### config.mk
export PLATFORM = sky130hd
export DESIGN_NAME = intel_hex_stream_validator_flat
export DESIGN_NICKNAME = d
export VERILOG_FILES = /design/src/rtl/ihsv_pkg.sv /design/src/rtl/ihsv_req_if.sv /design/src/rtl/ihsv_rsp_if.sv /design/src/rtl/intel_hex_stream_validator.sv /design/src/flat_wrapper.sv
export SDC_FILE = /design/constraint.sdc
export NUM_CORES = 1
export LEC_CHECK = 0
export BUFFER_PORTS_ARGS = -buffer_cell sky130_fd_sc_hd__buf_2
export CORE_ASPECT_RATIO = 1.2
export CORE_MARGIN = 2
export CORE_UTILIZATION = 62
export CTS_CLUSTER_SIZE = 25
export DETAILED_ROUTE_END_ITERATION = 10
export GPL_ROUTABILITY_DRIVEN = 0
export PLACE_DENSITY = 0.81
export SLEW_MARGIN = 30
export SYNTH_ARGS = -nofsm -noshare
export SYNTH_HDL_FRONTEND = slang
export SYNTH_SLANG_ARGS = --single-unit
export TNS_END_PERCENT = 20
### constraint.sdc
create_clock -name clock -period 5 [get_ports clock]
set_input_delay 0.25 -clock clock [delete_from_list [all_inputs] [get_ports clock]]
set_output_delay 0.25 -clock clock [all_outputs]
set_load 0.01 [all_outputs]
### src/rtl/ihsv_pkg.sv
// Shared types, codes and helper functions for the Intel HEX stream validator.
// No dependencies; compile first.
package ihsv_pkg;

   localparam int LIMIT_W   = 17;
   localparam int LEN_CMP_W = 10;   // holds twice the longest record plus two

   localparam logic [7:0] CH_LF    = 8'h0A;
   localparam logic [7:0] CH_CR    = 8'h0D;
   localparam logic [7:0] CH_HASH  = 8'h23;
   localparam logic [7:0] CH_TYPE  = 8'h43;
   localparam logic [7:0] CH_COLON = 8'h3A;

   localparam logic [7:0] REC_DATA = 8'h00;
   localparam logic [7:0] REC_EOF  = 8'h01;

   localparam logic [LIMIT_W-1:0] LIMIT_RESET = 17'h01E00;

   typedef enum logic [1:0] {
      KIND_DATA = 2'd0,
      KIND_LINE = 2'd1,
      KIND_FILE = 2'd2
   } kind_type;

   typedef enum logic [3:0] {
      ST_OK            = 4'd0,
      ST_BAD_HEADER    = 4'd1,
      ST_SHORT         = 4'd2,
      ST_NO_TYPE       = 4'd3,
      ST_NOT_MONOTONIC = 4'd4,
      ST_LIMIT         = 4'd5,
      ST_BAD_TYPE      = 4'd6,
      ST_BAD_LINE      = 4'd7,
      ST_TYPE_MISSING  = 4'd8
   } status_type;

   typedef struct packed {
      logic [1:0]         kind;
      logic [7:0]         data_byte;
      logic [LIMIT_W-1:0] byte_address;
      logic [7:0]         record_type;
      logic [3:0]         status;
      logic               last;
   } rsp_entry_type;

   // Digit value as the file computes it, kept modulo 256
   function automatic logic [7:0] digit_formula(input logic [7:0] c);
      if (c <= 8'h39) begin
         return c - 8'h30;
      end
      return 8'd10 + (c | 8'h20) - 8'h61;
   endfunction

   function automatic logic is_hex_digit(input logic [7:0] c);
      return c inside {[8'h30:8'h39], [8'h41:8'h46], [8'h61:8'h66]};
   endfunction

endpackage

### src/rtl/ihsv_req_if.sv
// Input channel of the validator: one file character or end of file per word.
// No dependencies; uses plain widths only.
interface ihsv_req_if;
   logic       valid;
   logic       ready;
   logic       operation;
   logic [7:0] char_code;

   modport source (output valid, output operation, output char_code, input ready);
   modport sink   (input valid, input operation, input char_code, output ready);
endinterface

### src/rtl/ihsv_rsp_if.sv
// Result channel of the validator: data bytes, line verdicts, file verdicts.
// Depends on ihsv_pkg for the address width.
interface ihsv_rsp_if;
   import ihsv_pkg::*;

   logic               valid;
   logic               ready;
   logic [1:0]         kind;
   logic [7:0]         data_byte;
   logic [LIMIT_W-1:0] byte_address;
   logic [7:0]         record_type;
   logic [3:0]         status;
   logic               last;

   modport source (output valid, output kind, output data_byte, output byte_address,
                   output record_type, output status, output last, input ready);
   modport sink   (input valid, input kind, input data_byte, input byte_address,
                   input record_type, input status, input last, output ready);
endinterface

### src/rtl/intel_hex_stream_validator.sv
// Intel HEX firmware stream validator: top level, parser state and result queue.
// Depends on ihsv_pkg, ihsv_req_if and ihsv_rsp_if.

// The block takes a firmware text file one character per word on req_ch and
// accepts a new word every clock cycle while req_ch.ready is high: each
// character updates the line parser registers and its results land in a
// four-entry result queue that drains on rsp_ch at one word per cycle while
// rsp_ch.ready is high. A character gives at most one result; an end-of-file
// word with a line still open gives two (line verdict, then file verdict), so
// req_ch.ready needs room for two results in the queue. With rsp_ch always
// ready the sustained rate is one word per cycle; throughput drops only if the
// consumer stalls or end-of-file words come back to back faster than the queue
// drains. data_limit (csr_write_data) takes effect at the edge where
// csr_write_enable is high and should only change between files. No
// initialization pass is needed after reset.
module intel_hex_stream_validator #(
   parameter int MAX_LINE = 256
) (
   input  logic                         clock,
   input  logic                         reset,
   ihsv_req_if.sink                     req_ch,
   ihsv_rsp_if.source                   rsp_ch,
   input  logic                         csr_write_enable,
   input  logic [ihsv_pkg::LIMIT_W-1:0] csr_write_data
);
   import ihsv_pkg::*;

   localparam int POS_W      = $clog2(MAX_LINE);
   localparam int CMP_W      = (POS_W > LEN_CMP_W) ? POS_W : LEN_CMP_W;
   localparam int HDR_CHARS  = 9;   // ':' plus eight header digits
   localparam int FIFO_DEPTH = 4;
   localparam int PTR_W      = $clog2(FIFO_DEPTH);
   localparam int CNT_W      = $clog2(FIFO_DEPTH + 1);

   localparam logic [POS_W-1:0] POS_LAST = POS_W'(MAX_LINE - 1);

   typedef enum logic [2:0] {
      LK_START,
      LK_COMMENT,
      LK_TYPE,
      LK_RECORD,
      LK_BAD_HEADER,
      LK_BAD_LINE,
      LK_NO_TYPE
   } line_kind_type;

   // parser state
   line_kind_type      line_kind_ff, line_kind_in;
   logic [POS_W-1:0]   char_position_ff, char_position_in;
   logic [3:0]         nibble_hold_ff, nibble_hold_in;
   logic [7:0]         record_length_ff, record_length_in;
   logic [15:0]        record_address_ff, record_address_in;
   logic [7:0]         type_code_ff, type_code_in;
   logic [15:0]        last_data_offset_ff, last_data_offset_in;
   logic               type_seen_ff, type_seen_in;
   logic               failed_ff, failed_in;
   logic [LIMIT_W-1:0] data_limit_ff, data_limit_in;

   // result queue
   rsp_entry_type      fifo_ff [FIFO_DEPTH];
   logic [PTR_W-1:0]   wr_ptr_ff, wr_ptr_in;
   logic [PTR_W-1:0]   rd_ptr_ff, rd_ptr_in;
   logic [CNT_W-1:0]   count_ff, count_in;

   logic               accept;
   logic               pop;
   logic [1:0]         n_results;
   rsp_entry_type      res0, res1;

   // line verdict of the current line
   status_type         line_status;
   logic               line_ldo_update;
   logic [7:0]         line_rtype;
   logic [CMP_W-1:0]   tail_chars;
   logic [CMP_W-1:0]   tail_needed;
   logic [LIMIT_W-1:0] record_end;
   logic               addr_monotonic;
   logic               addr_in_limit;

   // data character decode
   logic [POS_W-1:0]   data_index;
   logic [CMP_W-1:0]   byte_index;
   logic [7:0]         digit_value;
   logic               data_enable;

   assign accept = req_ch.valid && req_ch.ready;
   assign pop    = rsp_ch.valid && rsp_ch.ready;

   assign req_ch.ready = (count_ff <= CNT_W'(FIFO_DEPTH - 2));
   assign rsp_ch.valid = (count_ff != '0);

   assign rsp_ch.kind         = fifo_ff[rd_ptr_ff].kind;
   assign rsp_ch.data_byte    = fifo_ff[rd_ptr_ff].data_byte;
   assign rsp_ch.byte_address = fifo_ff[rd_ptr_ff].byte_address;
   assign rsp_ch.record_type  = fifo_ff[rd_ptr_ff].record_type;
   assign rsp_ch.status       = fifo_ff[rd_ptr_ff].status;
   assign rsp_ch.last         = fifo_ff[rd_ptr_ff].last;

   // shared header/range checks
   assign tail_chars     = CMP_W'(char_position_ff) - CMP_W'(HDR_CHARS);
   assign tail_needed    = CMP_W'({record_length_ff, 1'b0}) + CMP_W'(2);
   assign record_end     = LIMIT_W'(record_address_ff) + LIMIT_W'(record_length_ff);
   assign addr_monotonic = (record_address_ff >= last_data_offset_ff);
   assign addr_in_limit  = (record_end <= data_limit_ff);

   assign data_index  = char_position_ff - POS_W'(HDR_CHARS);
   assign byte_index  = CMP_W'(data_index >> 1);
   assign digit_value = digit_formula(req_ch.char_code);
   assign data_enable = (line_kind_ff == LK_RECORD) && (type_code_ff == REC_DATA) &&
                        addr_monotonic && addr_in_limit;

   // verdict for the line now open
   always_comb begin
      line_status     = ST_OK;
      line_ldo_update = 1'b0;
      line_rtype      = ((line_kind_ff == LK_RECORD) || (line_kind_ff == LK_BAD_HEADER)) ?
                        type_code_ff : 8'h00;
      case (line_kind_ff)
         LK_COMMENT, LK_TYPE: begin
            line_status = ST_OK;
         end
         LK_NO_TYPE: begin
            line_status = ST_NO_TYPE;
         end
         LK_BAD_HEADER: begin
            line_status = ST_BAD_HEADER;
         end
         LK_RECORD: begin
            if (char_position_ff < POS_W'(HDR_CHARS)) begin
               line_status = ST_BAD_HEADER;
            end else if (type_code_ff == REC_DATA) begin
               if (tail_chars < tail_needed) begin
                  line_status = ST_SHORT;
               end else if (!addr_monotonic) begin
                  line_status = ST_NOT_MONOTONIC;
               end else if (!addr_in_limit) begin
                  line_status = ST_LIMIT;
               end else begin
                  line_ldo_update = 1'b1;
               end
            end else if (type_code_ff != REC_EOF) begin
               line_status = ST_BAD_TYPE;
            end
         end
         default: begin
            // empty or overlong line, or unknown first character
            line_status = ST_BAD_LINE;
         end
      endcase
   end

   // next parser state and results for the accepted word
   always_comb begin
      line_kind_in        = line_kind_ff;
      char_position_in    = char_position_ff;
      nibble_hold_in      = nibble_hold_ff;
      record_length_in    = record_length_ff;
      record_address_in   = record_address_ff;
      type_code_in        = type_code_ff;
      last_data_offset_in = last_data_offset_ff;
      type_seen_in        = type_seen_ff;
      failed_in           = failed_ff;
      data_limit_in       = csr_write_enable ? csr_write_data : data_limit_ff;
      n_results           = 2'd0;
      res0                = '0;
      res1                = '0;

      if (accept) begin
         if (!req_ch.operation) begin
            if (!failed_ff && (req_ch.char_code != CH_CR)) begin
               if (req_ch.char_code == CH_LF) begin
                  // line end: verdict, then back to start of line
                  res0.kind        = KIND_LINE;
                  res0.record_type = line_rtype;
                  res0.status      = line_status;
                  res0.last        = 1'b1;
                  n_results        = 2'd1;
                  if (line_status != ST_OK) begin
                     failed_in      = 1'b1;
                     nibble_hold_in = line_status;
                  end
                  if (line_ldo_update) begin
                     last_data_offset_in = record_address_ff;
                  end
                  line_kind_in     = LK_START;
                  char_position_in = '0;
                  type_code_in     = 8'h00;
               end else if (char_position_ff >= POS_LAST) begin
                  line_kind_in = LK_BAD_LINE;
               end else begin
                  char_position_in = char_position_ff + POS_W'(1);
                  if (char_position_ff == '0) begin
                     case (req_ch.char_code)
                        CH_HASH: begin
                           line_kind_in = LK_COMMENT;
                        end
                        CH_TYPE: begin
                           line_kind_in = LK_TYPE;
                           type_seen_in = 1'b1;
                        end
                        CH_COLON: begin
                           line_kind_in      = type_seen_ff ? LK_RECORD : LK_NO_TYPE;
                           record_length_in  = 8'h00;
                           record_address_in = 16'h0000;
                           type_code_in      = 8'h00;
                        end
                        default: begin
                           line_kind_in = LK_BAD_LINE;
                        end
                     endcase
                  end else if (line_kind_ff == LK_RECORD) begin
                     if (char_position_ff < POS_W'(HDR_CHARS)) begin
                        // header digits: length 1..2, address 3..6, type 7..8
                        if (!is_hex_digit(req_ch.char_code)) begin
                           line_kind_in = LK_BAD_HEADER;
                        end else if (char_position_ff <= POS_W'(2)) begin
                           record_length_in = {record_length_ff[3:0], digit_value[3:0]};
                        end else if (char_position_ff <= POS_W'(6)) begin
                           record_address_in = {record_address_ff[11:0], digit_value[3:0]};
                        end else begin
                           type_code_in = {type_code_ff[3:0], digit_value[3:0]};
                        end
                     end else if (data_enable) begin
                        if (!data_index[0]) begin
                           nibble_hold_in = digit_value[3:0];
                        end else if (byte_index < CMP_W'(record_length_ff)) begin
                           res0.kind         = KIND_DATA;
                           res0.data_byte    = {nibble_hold_ff, 4'h0} | digit_value;
                           res0.byte_address = LIMIT_W'(record_address_ff) +
                                               LIMIT_W'(byte_index);
                           res0.record_type  = type_code_ff;
                           res0.status       = ST_OK;
                           res0.last         = 1'b1;
                           n_results         = 2'd1;
                        end
                     end
                  end
               end
            end
         end else begin
            // end of file: close an open line, then the file verdict
            rsp_entry_type file_res;
            file_res      = '0;
            file_res.kind = KIND_FILE;
            file_res.last = 1'b1;
            if (failed_ff) begin
               file_res.status = nibble_hold_ff;
            end else if ((line_kind_ff != LK_START) && (line_status != ST_OK)) begin
               file_res.status = line_status;
            end else if (!type_seen_ff) begin
               file_res.status = ST_TYPE_MISSING;
            end else begin
               file_res.status = ST_OK;
            end
            if (!failed_ff && (line_kind_ff != LK_START)) begin
               res0.kind        = KIND_LINE;
               res0.record_type = line_rtype;
               res0.status      = line_status;
               res0.last        = 1'b0;
               res1             = file_res;
               n_results        = 2'd2;
            end else begin
               res0      = file_res;
               n_results = 2'd1;
            end
            line_kind_in        = LK_START;
            char_position_in    = '0;
            nibble_hold_in      = 4'h0;
            record_length_in    = 8'h00;
            record_address_in   = 16'h0000;
            type_code_in        = 8'h00;
            last_data_offset_in = 16'h0000;
            type_seen_in        = 1'b0;
            failed_in           = 1'b0;
         end
      end

      wr_ptr_in = wr_ptr_ff + PTR_W'(n_results);
      rd_ptr_in = pop ? rd_ptr_ff + PTR_W'(1) : rd_ptr_ff;
      count_in  = count_ff + CNT_W'(n_results) - CNT_W'(pop);
   end

   always_ff @(posedge clock) begin
      if (reset) begin
         line_kind_ff        <= LK_START;
         char_position_ff    <= '0;
         nibble_hold_ff      <= 4'h0;
         record_length_ff    <= 8'h00;
         record_address_ff   <= 16'h0000;
         type_code_ff        <= 8'h00;
         last_data_offset_ff <= 16'h0000;
         type_seen_ff        <= 1'b0;
         failed_ff           <= 1'b0;
         data_limit_ff       <= LIMIT_RESET;
         wr_ptr_ff           <= '0;
         rd_ptr_ff           <= '0;
         count_ff            <= '0;
      end else begin
         line_kind_ff        <= line_kind_in;
         char_position_ff    <= char_position_in;
         nibble_hold_ff      <= nibble_hold_in;
         record_length_ff    <= record_length_in;
         record_address_ff   <= record_address_in;
         type_code_ff        <= type_code_in;
         last_data_offset_ff <= last_data_offset_in;
         type_seen_ff        <= type_seen_in;
         failed_ff           <= failed_in;
         data_limit_ff       <= data_limit_in;
         wr_ptr_ff           <= wr_ptr_in;
         rd_ptr_ff           <= rd_ptr_in;
         count_ff            <= count_in;
      end
   end

   // queue storage, no reset needed
   always_ff @(posedge clock) begin
      if (n_results != 2'd0) begin
         fifo_ff[wr_ptr_ff] <= res0;
      end
      if (n_results == 2'd2) begin
         fifo_ff[wr_ptr_ff + PTR_W'(1)] <= res1;
      end
   end

endmodule

### src/flat_wrapper.sv
// flat-port wrapper written by rule: the top's interface ports become plain ports
module intel_hex_stream_validator_flat import ihsv_pkg::*;
#(
   parameter int MAX_LINE = 256
)
  (clock, reset, csr_write_enable, csr_write_data, req_ch_valid, req_ch_operation, req_ch_char_code, req_ch_ready, rsp_ch_valid, rsp_ch_kind, rsp_ch_data_byte, rsp_ch_byte_address, rsp_ch_record_type, rsp_ch_status, rsp_ch_last, rsp_ch_ready);
  ihsv_req_if req_ch_i ();
  ihsv_rsp_if rsp_ch_i ();
  input  logic clock;
  input  logic reset;
  input  logic csr_write_enable;
  input  logic [ihsv_pkg::LIMIT_W-1:0] csr_write_data;
  input wire logic [$bits(req_ch_i.valid)-1:0] req_ch_valid;
  input wire logic [$bits(req_ch_i.operation)-1:0] req_ch_operation;
  input wire logic [$bits(req_ch_i.char_code)-1:0] req_ch_char_code;
  output wire logic [$bits(req_ch_i.ready)-1:0] req_ch_ready;
  output wire logic [$bits(rsp_ch_i.valid)-1:0] rsp_ch_valid;
  output wire logic [$bits(rsp_ch_i.kind)-1:0] rsp_ch_kind;
  output wire logic [$bits(rsp_ch_i.data_byte)-1:0] rsp_ch_data_byte;
  output wire logic [$bits(rsp_ch_i.byte_address)-1:0] rsp_ch_byte_address;
  output wire logic [$bits(rsp_ch_i.record_type)-1:0] rsp_ch_record_type;
  output wire logic [$bits(rsp_ch_i.status)-1:0] rsp_ch_status;
  output wire logic [$bits(rsp_ch_i.last)-1:0] rsp_ch_last;
  input wire logic [$bits(rsp_ch_i.ready)-1:0] rsp_ch_ready;
  assign req_ch_i.valid = req_ch_valid;
  assign req_ch_i.operation = req_ch_operation;
  assign req_ch_i.char_code = req_ch_char_code;
  assign req_ch_ready = req_ch_i.ready;
  assign rsp_ch_valid = rsp_ch_i.valid;
  assign rsp_ch_kind = rsp_ch_i.kind;
  assign rsp_ch_data_byte = rsp_ch_i.data_byte;
  assign rsp_ch_byte_address = rsp_ch_i.byte_address;
  assign rsp_ch_record_type = rsp_ch_i.record_type;
  assign rsp_ch_status = rsp_ch_i.status;
  assign rsp_ch_last = rsp_ch_i.last;
  assign rsp_ch_i.ready = rsp_ch_ready;
  intel_hex_stream_validator #(.MAX_LINE(MAX_LINE)) u_core (.clock(clock), .reset(reset), .req_ch(req_ch_i), .rsp_ch(rsp_ch_i), .csr_write_enable(csr_write_enable), .csr_write_data(csr_write_data));
endmodule
==> flow_metrics.env <==
export IMPL_clk_pin_slew_worst_paths_ps=70
export IMPL_drc=0
export IMPL_ant_nets=0
export IMPL_antenna_found_initial=0
export IMPL_clockRootBuffer="clkbuf_16"
export IMPL_hold_path_class="input pin to flop"
export IMPL_dp_slack_ps=-1.628
export IMPL_initial_core_util_pct=63.30
export IMPL_ios=73
export IMPL_port_buffers=72
export IMPL_synthArstFlopShare_pct=0
export IMPL_cts_htree_levels=1
export IMPL_diodes=0
export IMPL_synth_edf_count=24
export IMPL_ys_seq_area_share_pct=39.66
export IMPL_worst_slew_pin_slew_ps=856.8
export IMPL_dieArea_mm2=0.02261
export IMPL_met2_usage_pct=52.22
export IMPL_syn_area_per_cell_um2=9.213
export IMPL_critPathRequiredTime_ps=5440
export IMPL_cts_tree="done"
export IMPL_cts_buffers_inserted=26
export IMPL_post_route_period_util_pct=94.61
export IMPL_fp_coreArea_mm2=0.02097
export IMPL_dpl_cell_count=1726
export IMPL_die_x_um=137.6
export IMPL_p_per_area_mw_per_mm2=352.4
export IMPL_drv_cap=0
export IMPL_grt_pass1_vias=11040
export IMPL_grt_pass1_wl_um=53810
export IMPL_drt_pass1_iterations=5
export IMPL_endpoint_kind="flop"
export IMPL_critPathSlowestCell="fa_1"
export IMPL_synth_net_count=1554
export IMPL_finalHoldViolations=0
export IMPL_grt_use_met3_pct=4.012
export IMPL_layout_min_cycle_time_ps=4731
export IMPL_clockBufferDepth=3
export IMPL_dpl_hpwl_um=22640
export IMPL_worstSetupPathType="flop to flop"
export IMPL_synth_cells=1441
export IMPL_p_total_w=0.005290
export IMPL_crit_arrival_ps=5170
export IMPL_grt_total_usage_pct=29.61
export IMPL_top_usage_layer="met2"
export IMPL_synth_top_cell_area_share_pct=34.23
export IMPL_vias=11150
export IMPL_met1_usage_pct=37.16
export IMPL_slew_viol_final=0
export IMPL_worstPathCellList="ha_2 -> inv_1 -> fa_1 -> nor2b_1 -> o21ai_1 -> a21boi_1 -> o21ai_2 -> a21boi_2 -> o21a_1 -> nor2_1 -> xnor2_1 -> ha_1 -> nand4_1 -> nor2_1 -> a221o_1 -> a2111oi_4 -> buf_6 -> o21a_2 -> and3_1 -> buf_4 -> o21ai_0 -> o21ai_0"
export IMPL_crit_path_max_incr_delay_ps=400
export IMPL_nNetsFinal=1618
export IMPL_cellLeakagePower_nw=5.805
export IMPL_cts_sinks=251
export IMPL_ys_warn_count=0
export IMPL_critPathTopFamily="compound AO/OA/AOI/OAI gates"
export IMPL_status="finished clean"
export IMPL_synth_area_leaders="dfxtp_1 (34%), ha_1 (7.4%), mux4_2 (6.8%)"
export IMPL_drt_iter0_drc=856
export IMPL_area_delta_synth_final_pct=13.07
export IMPL_yosys_area_top_type="dfxtp_1"
export IMPL_critical_path_buf_inv_count=3
export IMPL_postPlaceCellArea_mm2=0.01380
export IMPL_relSlewSlack_pct=42.16
export IMPL_row_count=58
export IMPL_grt_max_degree=59
export IMPL_drt_total_wl_um=33400
export IMPL_synthFlopType="dfxtp_1"
export IMPL_final_cells=1795
export IMPL_wl_per_cell_um=18.61
export IMPL_clock_skew_ps=15.37
export IMPL_clock_latency_ps=540
export IMPL_fin_ws_ps=269.4
export IMPL_ys_seq_elements=251
export IMPL_die_h_um=164.3
export IMPL_final_cell_area_mm2=0.01501
export IMPL_start_kind="flop"
export IMPL_path_max_fanout=6
export IMPL_syn_area_mm2=0.01328
export IMPL_netlist_cell_type_count=85
export IMPL_setup_viol=0
export IMPL_max_freq_mhz=211.4
export IMPL_drive_gt1_share_pct=15.80
export IMPL_ir_drop_mv=0.3428
export IMPL_grt_overflow=0
export IMPL_routed_via_density=6.213
-- cells by family (layout without fill, tap and decap cells) --
logic type	Yosys count	count (layout)	synth area share [%]
buffers and inverters	167	251	5.607
and+or+nand+nor	477	477	17.59
xor gates and xnor gates	56	56	3.694
DFF	251	251	39.66
AOI/OAI and AO/OA	339	339	16.58
adders and majority gates	82	82	7.897
muxes	69	69	8.972
-- metrics by stage --
stage	hold WS (ps)	setup TNS, ps	util, %
after floorplan	380.4	0	-
after global routing	154.1	-50.67	71.58
final	131.4	0	71.58
after detailed placement	447.1	-1.628	65.80
after CTS	125.4	0	71.29
after global placement	439.7	0	65.73
-- sequential cells by signal, summed over array words and instances (netlist names), 4 cells and up, named ones only --
name	count
u_core.nibble_hold_ff	4
u_core.char_position_ff	8
u_core.type_code_ff	8
u_core.record_length_ff	8
u_core.record_address_ff	16
u_core.fifo_ff	160
u_core.last_data_offset_ff	16
u_core.data_limit_ff	17
-- cell type report --
cell class                 count  area [µm²]
clock buffer                  32       723.2
clock inverter                16       241.5
fill                        1541        5961
inverter                      79       296.5
multi-input combinational   1023        7336
sequential                   251        5273
tap                          270       337.8
timing repair buffer         124       804.5
-- repair_timing --
| item | 4_1_cts | 5_1_grt |
|---|---|---|
| endpoints found under the hold margin | 17 | 0 |
| hold buffers | 17 | 0 |
| setup buffers | 1 | 3 |
| pin swaps | 1 | 5 |
| setup endpoints to repair | 98 | 195 |
| cloned | 0 | 0 |
| resized for setup | 3 | 15 |
-- worst paths after layout --
path                             endpoint  slack [ps]                        start  cells past startpoint
setup / recovery    u_core.fifo_ff[2][34]         270  u_core.record_address_ff[0]                     22
hold / removal    u_core.data_limit_ff[0]         130                        reset                      2
setup reg to reg    u_core.fifo_ff[2][34]         270  u_core.record_address_ff[0]                     22
hold reg to reg     u_core.fifo_ff[1][35]         460        u_core.fifo_ff[1][35]                      1
-- layout by cell type, fill, tap and decap left out, types with 29 or more instances in the layout --
| cell | n |
|---|---|
| mux2i_1 | 29 |
| ha_1 | 78 |
| mux4_2 | 40 |
| xnor2_1 | 41 |
| buf_4 | 32 |
| o2bb2ai_1 | 32 |
| nor2_1 | 113 |
| buf_2 | 72 |
| o21ai_0 | 118 |
| a21oi_1 | 63 |
| nand3_1 | 145 |
| inv_1 | 76 |
| nand2_1 | 94 |
| dfxtp_1 | 225 |
| nand2b_1 | 34 |
-- worst reg2reg max path, delay by kind of cell (launching register included) --
| kind | cells | cell delay (ps) |
|---|---|---|
| buffers and inverters | 3 | 430 |
| AO/OA/AOI/OAI | 10 | 2200 |
| XOR/XNOR | 1 | 130 |
| AND/OR/NAND/NOR | 5 | 660 |
| flip-flops | 1 | 340 |
| adder cells (fa/ha/maj) | 3 | 890 |
-- routing by layer --
metal / part of all wire [%] / vias up
li1: - / 5305
met1: 42 / 5374
met2: 49 / 406
met3: 6.7 / 67
met4: 2.2 / 0
met5: 0 / -
-- where the power goes --
| part | switching, W | internal (W) | leakage [nW] |
|---|---|---|---|
| Sequential | 0.000130 | 0.00210 | 2.06 |
| Combinational | 0.000527 | 0.000381 | 3.27 |
| Clock | 0.000852 | 0.00130 | 0.473 |
-- Yosys cell counts (11+ instances only) --
master,number
nand2b_1,34
inv_1,77
nor3_1,11
buf_2,21
mux4_2,40
o2bb2ai_1,32
a21oi_1,66
nand2_1,94
nor2_1,115
clkbuf_1,41
ha_1,79
nand3_1,145
edfxtp_1,24
xor2_1,15
dfxtp_1,227
o22ai_1,11
nand4_1,15
buf_1,11
mux2i_1,29
o21ai_0,122
xnor2_1,41
a22oi_1,16
No activity file was read; power rests on OpenSTA's default activity.
